`config.mk`:
```
export PLATFORM = sky130hd
export DESIGN_NAME = command_frame_deframer
export DESIGN_NICKNAME = d
export VERILOG_FILES = /design/src/hw/rtl/cfd_pkg.sv /design/src/hw/rtl/command_frame_deframer.sv /design/src/hw/rtl/cfd_regs.sv /design/src/hw/rtl/cfd_datapath.sv /design/src/hw/rtl/cfd_ctrl.sv
export SDC_FILE = /design/constraint.sdc
export NUM_CORES = 1
export LEC_CHECK = 0
export CAP_MARGIN = 15
export CORE_MARGIN = 2
export CORE_UTILIZATION = 50
export CTS_BUF_LIST = sky130_fd_sc_hd__clkbuf_16
export DETAILED_ROUTE_END_ITERATION = 6
export DONT_BUFFER_PORTS = 1
export GPL_TIMING_DRIVEN = 1
export HOLD_SLACK_MARGIN = 0.06
export PLACE_DENSITY = 0.68
export SYNTH_ARGS = -nofsm -noshare
export SYNTH_HDL_FRONTEND = slang
export SYNTH_SLANG_ARGS = --single-unit
```
`constraint.sdc`:
```
create_clock -name clk -period 3.44 [get_ports clk]
set_input_delay 0.172 -clock clk [delete_from_list [all_inputs] [get_ports clk]]
set_output_delay 0.172 -clock clk [all_outputs]
set_load 0.1 [all_outputs]
```
`src/hw/rtl/cfd_pkg.sv`:
```
`timescale 1ns / 1ps
`default_nettype none
package cfd_pkg;

	localparam int FRAME_LEN = 13;
	localparam int CRC_LEN   = 4;
	localparam int BODY_LEN  = FRAME_LEN - CRC_LEN;

	localparam logic [31:0] CRC_POLY = 32'hEDB8_8320;
	localparam logic [31:0] CRC_INIT = 32'hFFFF_FFFF;

	localparam logic [2:0] ST_OK       = 3'd0;
	localparam logic [2:0] ST_CRC_ERR  = 3'd1;
	localparam logic [2:0] ST_GAP      = 3'd2;
	localparam logic [2:0] ST_BAD_VER  = 3'd3;
	localparam logic [2:0] ST_UNK_ID   = 3'd4;

	localparam logic KIND_BYTE = 1'b0;
	localparam logic KIND_GAP  = 1'b1;

	localparam logic [1:0] REG_START_MARKER = 2'd0;
	localparam logic [1:0] REG_EXP_VERSION  = 2'd1;
	localparam logic [1:0] REG_CMD_LIMIT    = 2'd2;

	typedef struct packed {
		logic       kind;
		logic [7:0] rx_byte;
	} in_item_t;

	typedef struct packed {
		logic [2:0]  status;
		logic [7:0]  version_seen;
		logic [7:0]  command_id;
		logic [31:0] parameter_value;
		logic [15:0] sequence_number;
		logic [15:0] resync_count;
	} out_item_t;

	typedef struct packed {
		logic [7:0] start_marker;
		logic [7:0] expected_version;
		logic [7:0] command_limit;
	} cfg_t;

	// commands from the controller to the datapath
	typedef struct packed {
		logic       store_byte;
		logic       clear_fill;
		logic       shift;
		logic       crc_init;
		logic       crc_step;
		logic       bump;
		logic       pend_load;
		logic [2:0] pend_status;
		logic       load_out;
	} ctl_t;

	// status from the datapath to the controller
	typedef struct packed {
		logic       fill_zero;
		logic       fill_last;
		logic       byte_is_marker;
		logic       head_is_marker;
		logic       crc_last;
		logic       crc_match;
		logic [2:0] verdict;
		logic       out_free;
	} sts_t;

	// reflected crc-32, one byte
	function automatic logic [31:0] crc_byte(input logic [31:0] crc_in, input logic [7:0] b);
		logic [31:0] c;
		c = crc_in ^ {24'd0, b};
		for (int i = 0; i < 8; i++) begin
			c = c[0] ? ((c >> 1) ^ CRC_POLY) : (c >> 1);
		end
		return c;
	endfunction

endpackage
`default_nettype wire

```
`src/hw/rtl/command_frame_deframer.sv`:
```
`timescale 1ns / 1ps
`default_nettype none
// Fixed-length command frame deframer. Each input beat is a received byte or an idle gap.
// Bytes are dropped until the start marker, then collected into a 13-byte frame whose
// first 9 bytes are checked with the reflected IEEE CRC-32 against the big-endian trailer.
// A byte that completes no frame leaves the controller idle. The byte that completes
// a frame starts a CRC pass through one shared byte-wide CRC unit, one body byte per
// cycle, then a verdict; a frame whose CRC matches is loaded into the output register
// from the emit state once that register is free, and the next beat is taken once the
// controller is back in idle. On a CRC failure the buffer shifts down one byte per cycle
// until the next start marker or until empty. A gap that abandons a frame is loaded
// into the output register from the emit state. A finished result waits, and holds off
// the input, while the output register still holds a result that has not been collected.
// Input is taken only while the controller is idle; the output register holds a finished
// result so the next byte can be taken before that result is collected. Configuration
// registers: 0x0 start marker, 0x4 expected version, 0x8 command limit (low 8 bits).
module command_frame_deframer (
	input  wire                  clk,
	input  wire                  arst_n,
	input  wire                  in_valid,
	output logic                 in_ready,
	input  cfd_pkg::in_item_t    in_data,
	output logic                 out_valid,
	input  wire                  out_ready,
	output cfd_pkg::out_item_t   out_data,
	input  wire                  psel,
	input  wire                  penable,
	input  wire                  pwrite,
	input  wire  [3:0]           paddr,
	input  wire  [31:0]          pwdata,
	output logic [31:0]          prdata,
	output logic                 pready
);
	import cfd_pkg::*;

	cfg_t cfg;
	ctl_t ctl;
	sts_t sts;

	cfd_regs u_regs (
		.clk     (clk),
		.arst_n  (arst_n),
		.psel    (psel),
		.penable (penable),
		.pwrite  (pwrite),
		.paddr   (paddr),
		.pwdata  (pwdata),
		.prdata  (prdata),
		.pready  (pready),
		.cfg     (cfg)
	);

	cfd_ctrl u_ctrl (
		.clk      (clk),
		.arst_n   (arst_n),
		.in_valid (in_valid),
		.in_kind  (in_data.kind),
		.in_ready (in_ready),
		.sts      (sts),
		.ctl      (ctl)
	);

	cfd_datapath u_datapath (
		.clk       (clk),
		.arst_n    (arst_n),
		.rx_byte   (in_data.rx_byte),
		.cfg       (cfg),
		.ctl       (ctl),
		.sts       (sts),
		.out_valid (out_valid),
		.out_ready (out_ready),
		.out_data  (out_data)
	);

endmodule
`default_nettype wire

```
`src/hw/rtl/cfd_regs.sv`:
```
`timescale 1ns / 1ps
`default_nettype none
module cfd_regs (
	input  wire               clk,
	input  wire               arst_n,
	input  wire               psel,
	input  wire               penable,
	input  wire               pwrite,
	input  wire  [3:0]        paddr,
	input  wire  [31:0]       pwdata,
	output logic [31:0]       prdata,
	output logic              pready,
	output cfd_pkg::cfg_t     cfg
);
	import cfd_pkg::*;

	cfg_t cfg_q;
	logic wr_en;

	assign wr_en  = psel && penable && pwrite;
	assign pready = 1'b1;
	assign cfg    = cfg_q;

	always_ff @(posedge clk or negedge arst_n) begin
		if (!arst_n) begin
			cfg_q.start_marker     <= 8'd0;
			cfg_q.expected_version <= 8'd1;
			cfg_q.command_limit    <= 8'd11;
		end else if (wr_en) begin
			case (paddr[3:2])
				REG_START_MARKER: cfg_q.start_marker     <= pwdata[7:0];
				REG_EXP_VERSION:  cfg_q.expected_version <= pwdata[7:0];
				REG_CMD_LIMIT:    cfg_q.command_limit    <= pwdata[7:0];
				default: ;
			endcase
		end
	end

	always_comb begin
		case (paddr[3:2])
			REG_START_MARKER: prdata = {24'd0, cfg_q.start_marker};
			REG_EXP_VERSION:  prdata = {24'd0, cfg_q.expected_version};
			REG_CMD_LIMIT:    prdata = {24'd0, cfg_q.command_limit};
			default:          prdata = 32'd0;
		endcase
	end

endmodule
`default_nettype wire

```
`src/hw/rtl/cfd_datapath.sv`:
```
`timescale 1ns / 1ps
`default_nettype none
module cfd_datapath (
	input  wire                  clk,
	input  wire                  arst_n,
	input  wire  [7:0]           rx_byte,
	input  cfd_pkg::cfg_t        cfg,
	input  cfd_pkg::ctl_t        ctl,
	output cfd_pkg::sts_t        sts,
	output logic                 out_valid,
	input  wire                  out_ready,
	output cfd_pkg::out_item_t   out_data
);
	import cfd_pkg::*;

	logic [7:0]  store_q [FRAME_LEN];
	logic [3:0]  fill_q;
	logic [31:0] crc_q;
	logic [3:0]  idx_q;
	logic [15:0] resync_q;
	logic [2:0]  pend_q;
	logic        out_valid_q;
	out_item_t   out_q;
	out_item_t   result;
	logic [31:0] crc_rx;
	logic        with_frame;

	always_ff @(posedge clk) begin
		if (ctl.store_byte) begin
			store_q[fill_q] <= rx_byte;
		end else if (ctl.shift) begin
			for (int k = 0; k < FRAME_LEN - 1; k++) begin
				store_q[k] <= store_q[k + 1];
			end
		end
	end

	always_ff @(posedge clk or negedge arst_n) begin
		if (!arst_n) begin
			fill_q <= 4'd0;
		end else if (ctl.clear_fill) begin
			fill_q <= 4'd0;
		end else if (ctl.store_byte) begin
			fill_q <= fill_q + 4'd1;
		end else if (ctl.shift) begin
			fill_q <= fill_q - 4'd1;
		end
	end

	// crc pass over the frame body, one byte per cycle
	always_ff @(posedge clk) begin
		if (ctl.crc_init) begin
			crc_q <= CRC_INIT;
			idx_q <= 4'd0;
		end else if (ctl.crc_step) begin
			crc_q <= crc_byte(crc_q, store_q[idx_q]);
			idx_q <= idx_q + 4'd1;
		end
	end

	always_ff @(posedge clk or negedge arst_n) begin
		if (!arst_n) begin
			resync_q <= 16'd0;
		end else if (ctl.bump && resync_q != 16'hFFFF) begin
			resync_q <= resync_q + 16'd1;
		end
	end

	always_ff @(posedge clk or negedge arst_n) begin
		if (!arst_n) begin
			pend_q <= ST_OK;
		end else if (ctl.pend_load) begin
			pend_q <= ctl.pend_status;
		end
	end

	assign crc_rx = {store_q[BODY_LEN], store_q[BODY_LEN + 1],
			store_q[BODY_LEN + 2], store_q[BODY_LEN + 3]};

	always_comb begin
		with_frame = (pend_q == ST_OK) || (pend_q == ST_BAD_VER) || (pend_q == ST_UNK_ID);
		result.status       = pend_q;
		result.resync_count = resync_q;
		if (with_frame) begin
			result.version_seen    = store_q[1];
			result.command_id      = store_q[2];
			result.parameter_value = {store_q[3], store_q[4], store_q[5], store_q[6]};
			result.sequence_number = {store_q[7], store_q[8]};
		end else begin
			result.version_seen    = 8'd0;
			result.command_id      = 8'd0;
			result.parameter_value = 32'd0;
			result.sequence_number = 16'd0;
		end
	end

	always_ff @(posedge clk or negedge arst_n) begin
		if (!arst_n) begin
			out_valid_q <= 1'b0;
		end else if (ctl.load_out) begin
			out_valid_q <= 1'b1;
		end else if (out_ready) begin
			out_valid_q <= 1'b0;
		end
	end

	always_ff @(posedge clk) begin
		if (ctl.load_out) begin
			out_q <= result;
		end
	end

	assign out_valid = out_valid_q;
	assign out_data  = out_q;

	always_comb begin
		sts.fill_zero      = (fill_q == 4'd0);
		sts.fill_last      = (fill_q == 4'(FRAME_LEN - 1));
		sts.byte_is_marker = (rx_byte == cfg.start_marker);
		sts.head_is_marker = (store_q[0] == cfg.start_marker);
		sts.crc_last       = (idx_q == 4'(BODY_LEN - 1));
		sts.crc_match      = ((crc_q ^ CRC_INIT) == crc_rx);
		if (store_q[1] != cfg.expected_version) begin
			sts.verdict = ST_BAD_VER;
		end else if (store_q[2] >= cfg.command_limit) begin
			sts.verdict = ST_UNK_ID;
		end else begin
			sts.verdict = ST_OK;
		end
		sts.out_free = !out_valid_q || out_ready;
	end

endmodule
`default_nettype wire

```
`src/hw/rtl/cfd_ctrl.sv`:
```
`timescale 1ns / 1ps
`default_nettype none
module cfd_ctrl (
	input  wire            clk,
	input  wire            arst_n,
	input  wire            in_valid,
	input  wire            in_kind,
	output logic           in_ready,
	input  cfd_pkg::sts_t  sts,
	output cfd_pkg::ctl_t  ctl
);
	import cfd_pkg::*;

	localparam logic [2:0] S_IDLE  = 3'd0;
	localparam logic [2:0] S_CRC   = 3'd1;
	localparam logic [2:0] S_CHECK = 3'd2;
	localparam logic [2:0] S_SCAN  = 3'd3;
	localparam logic [2:0] S_EMIT  = 3'd4;

	logic [2:0] state_q;
	logic [2:0] state_nx;
	logic       accept;

	assign in_ready = (state_q == S_IDLE);
	assign accept   = in_valid && in_ready;

	always_comb begin
		state_nx        = state_q;
		ctl             = '0;
		ctl.pend_status = ST_OK;
		case (state_q)
			S_IDLE: begin
				if (accept) begin
					if (in_kind == KIND_GAP) begin
						if (!sts.fill_zero) begin
							ctl.clear_fill  = 1'b1;
							ctl.bump        = 1'b1;
							ctl.pend_load   = 1'b1;
							ctl.pend_status = ST_GAP;
							state_nx        = S_EMIT;
						end
					end else if (!sts.fill_zero || sts.byte_is_marker) begin
						ctl.store_byte = 1'b1;
						if (sts.fill_last) begin
							ctl.crc_init = 1'b1;
							state_nx     = S_CRC;
						end
					end
				end
			end
			S_CRC: begin
				ctl.crc_step = 1'b1;
				if (sts.crc_last) begin
					state_nx = S_CHECK;
				end
			end
			S_CHECK: begin
				ctl.pend_load = 1'b1;
				if (sts.crc_match) begin
					ctl.pend_status = sts.verdict;
					ctl.clear_fill  = 1'b1;
					state_nx        = S_EMIT;
				end else begin
					// drop the first byte, then hunt for the next marker
					ctl.pend_status = ST_CRC_ERR;
					ctl.bump        = 1'b1;
					ctl.shift       = 1'b1;
					state_nx        = S_SCAN;
				end
			end
			S_SCAN: begin
				if (sts.fill_zero || sts.head_is_marker) begin
					state_nx = S_EMIT;
				end else begin
					ctl.shift = 1'b1;
				end
			end
			S_EMIT: begin
				if (sts.out_free) begin
					ctl.load_out = 1'b1;
					state_nx     = S_IDLE;
				end
			end
			default: begin
				state_nx = S_IDLE;
			end
		endcase
	end

	always_ff @(posedge clk or negedge arst_n) begin
		if (!arst_n) begin
			state_q <= S_IDLE;
		end else begin
			state_q <= state_nx;
		end
	end

endmodule
`default_nettype wire
```
==> flow_summary.toml <==
[layout]
layout.area.seq_mm2 = 0.00842
final_cell_area_mm2 = 0.0166
area_growth_pct = 13.0
final_cell_mix = "edfxtp_1 (211), a21o_1 (99), xnor2_1 (87)"
finalNetCount = 1276
multi_input_area_mm2 = 0.00586
num-fill-cells = 2364
final_common_cell = "edfxtp_1"
antenna_cells = 0
layout-drive-gt1-share_pct = 13.2

[floorplanning]
initial_core_util_pct = 51.0
die_x_um = 176
io_pins = 170
core_area_mm2 = 0.0289
dieArea_mm2 = 0.0308
fp-row-count = 62
die_h_um = 176

[drt]
wl_met1_um = 15800
avgRoutedWirePerCell_um = 22.5
drt_iter0_markers = 767
wl_met2_um = 17200
wl_met3_um = 2490
antenna_left = 0
highest_layer = "met4"
dr.pass1.iters = 5
vias = 9385
drc = 0
wl_um = 36500
viasPerCell = 5.80

[placement]
dpl_cell_area_mm2 = 0.0152
place_hpwl_um = 25700
gp_congestion = 0.896
place.port_buffers = 0

[synth]
synth_edf_count = 211
synth-main-ff-cell = "edfxtp_1"
synth_xor_area_share_pct = 9.08
yosys_warnings = 0
async_flop_share_pct = 16.9
synth.cell_area_mm2 = 0.0147
syn_inst = 1165
synth-simple-area-share_pct = 11.2
ys_types = 59
synth_top_family_by_area = "simple AND/OR/NAND/NOR gates"
muxShareOfSynthArea_pct = 6.74
synth_fa_ha_area_share_pct = 1.24
syn_area_per_cell_um2 = 12.6
seq_area_frac_synth_pct = 57.2
ys_ff_latch = 302
synth_compound_area_share_pct = 10.5

[critical_path]
crit_type = "reg -> reg"
worstPathArrival_ps = 3650
rr_endpoint = "u_datapath.crc_q[29]"
slowest_delay_ps = 530
crit_path_end = "u_datapath.crc_q[29]"
path_cells = "buf_4 > buf_4 > mux2i_1 > a22oi_1 > a211o_1 > nand3_2 > xnor2_4 > xnor2_1 > xor2_1 > nor2_1 > nor2_1"
crit_buf_inv = 2
crit_family = "XOR/XNOR gates"
required_ps = 3880
worstRegToRegCells = 11
crit_slowest_cell = "dfxtp_2"
path_depth = 11
startpoint_type = "flip-flop"
end_kind = "flip-flop"
reg2reg_slack_ps = 230
crit_path_max_fanout = 22

[timing]
setup_violations = 0
clock_skew_ps = 14.5
finalCriticalPeriod_ps = 3210
maxSlewViolCount = 0
period_share_pct = 93.2
fmax_mhz = 312
hold_violations = 0
setup_tns_ps = 0
worst_pin_slew_ps = 1250
rsz0062_at_grt = "no"
max_slew_margin_pct = 16.7

[clock_tree]
cts-resized-gates = 0
cts.reportedPaths.clkPinSlew_ps = 60
post_cts_buffers = 0
cts_tree = "built"
cts_hold_buffers = 33
cts_buffers = 34
cts_root_buffer = "clkbuf_16"
clock_sinks = 302
htreeDepth = 2
cts_max_path_buffers = 3
clk_latency_ps = 510

[global_route]
grt_usage_pct = 23.8
gr-total-overflow = 0
grt_pass1_vias = 9097
grt_pass1_wl_um = 55600
antenna_found_initial = 0
grt_max_degree = 65

[outcome]
outcome = "complete, no violations"

[run]
drv_cap = 0

[hold_path]
hp-start = "paddr[2]"
worstHoldPathType = "in -> reg"
## final cells by class
class	count	area share, %
sequential	302	50.6
multi-input combinational	764	35.2
clock buffer	37	5.57
timing repair buffer	79	4.43
tap	384	2.89
inverter	29	0.655
clock inverter	24	0.572
## worst reg2reg max path, cell delays in order, from the launching register on
cell and delay (ps):
dfxtp_2 530, buf_4 390, buf_4 260, mux2i_1 90
a22oi_1 460, a211o_1 220, nand3_2 220, xnor2_4 260
xnor2_1 360, xor2_1 180, nor2_1 50, nor2_1 110
## per-stage QoR
| step | cells | hold slack, ps | utilization (%) | setup WS, ps |
|---|---|---|---|---|
| 2_1_floorplan | 1188 | -124 | - | 2.01 |
| 3_3_place_gp | 1521 | -123 | 52.7 | 312 |
| 3_5_place_dp | 1521 | -122 | 52.7 | 256 |
| 4_1_cts | 1615 | 66.1 | 57.4 | 247 |
| 5_1_grt | 1619 | 136 | 57.6 | 11.0 |
| 6_report | 1619 | 92.7 | 57.6 | 235 |
## how the worst min path moves through the flow
stage,to,slack [ps],cells past startpoint
final,u_regs.cfg[2],90,4
after global routing,u_regs.cfg[2],140,4
after CTS,u_regs.cfg[3],70,3
after detailed placement,u_datapath.resync_q[9],-120,0
after global placement,u_datapath.resync_q[9],-120,0
after floorplan,u_ctrl.state_q[0],-120,0
## metal layers
metal,global-route usage [%],vias to the layer above
li1,-,4269
met1,32.8,4684
met2,38.4,369
met3,4.98,63
met4,6.92,0
met5,0,-
## kinds of logic after synthesis
logic type,Yosys count
AOI/OAI and AO/OA,215
xor gates and xnor gates,138
other,2
and+or+nand+nor,298
buffers and inverters,122
muxes,74
adders and majority gates,14
DFF,302
## cells in the mapped netlist, types with 5 or more instances
| master | number | area [µm²] |
|---|---|---|
| buf_2 | 7 | 35.0 |
| nor3_1 | 10 | 50.1 |
| a22oi_1 | 14 | 105 |
| o21bai_1 | 10 | 75.1 |
| nand4_1 | 13 | 81.3 |
| xor2_1 | 40 | 350 |
| and2_1 | 67 | 419 |
| dfrtp_1 | 47 | 1180 |
| nor2b_1 | 6 | 37.5 |
| o21ai_1 | 8 | 40.0 |
| buf_4 | 30 | 225 |
| nor4b_1 | 7 | 61.3 |
| o211ai_1 | 18 | 135 |
| mux4_2 | 18 | 405 |
| o21ai_0 | 20 | 100 |
| xnor2_1 | 87 | 762 |
| nor4bb_1 | 7 | 70.1 |
| mux2_2 | 17 | 191 |
| dfxtp_1 | 40 | 801 |
| a21oi_1 | 21 | 105 |
| nand3_2 | 6 | 60.1 |
| nor2_1 | 50 | 188 |
| a21o_1 | 99 | 743 |
| clkbuf_1 | 51 | 191 |
| a211o_1 | 8 | 70.1 |
| nor4_1 | 12 | 75.1 |
| nand2_1 | 73 | 274 |
| and4_1 | 8 | 70.1 |
| inv_1 | 29 | 109 |
| nand4b_1 | 9 | 78.8 |
| mux2i_1 | 38 | 380 |
| nand3_1 | 17 | 85.1 |
| edfxtp_1 | 211 | 6340 |
| ha_1 | 13 | 163 |
| nand2b_1 | 5 | 31.3 |
## flip-flops by register name (all words and copies together) (netlist names), named ones only
signal	count
u_datapath.crc_q	32
u_datapath.resync_q	16
u_ctrl.state_q	3
u_regs.cfg	24
u_datapath.out_valid	1
u_datapath.fill_q	4
u_datapath.pend_q	3
u_datapath.out_data	83
u_datapath.store_q	128
u_datapath.idx_q	4
Power is not shown: default switching activity piles up to over one toggle a cycle in this logic, so the estimate is an artifact.
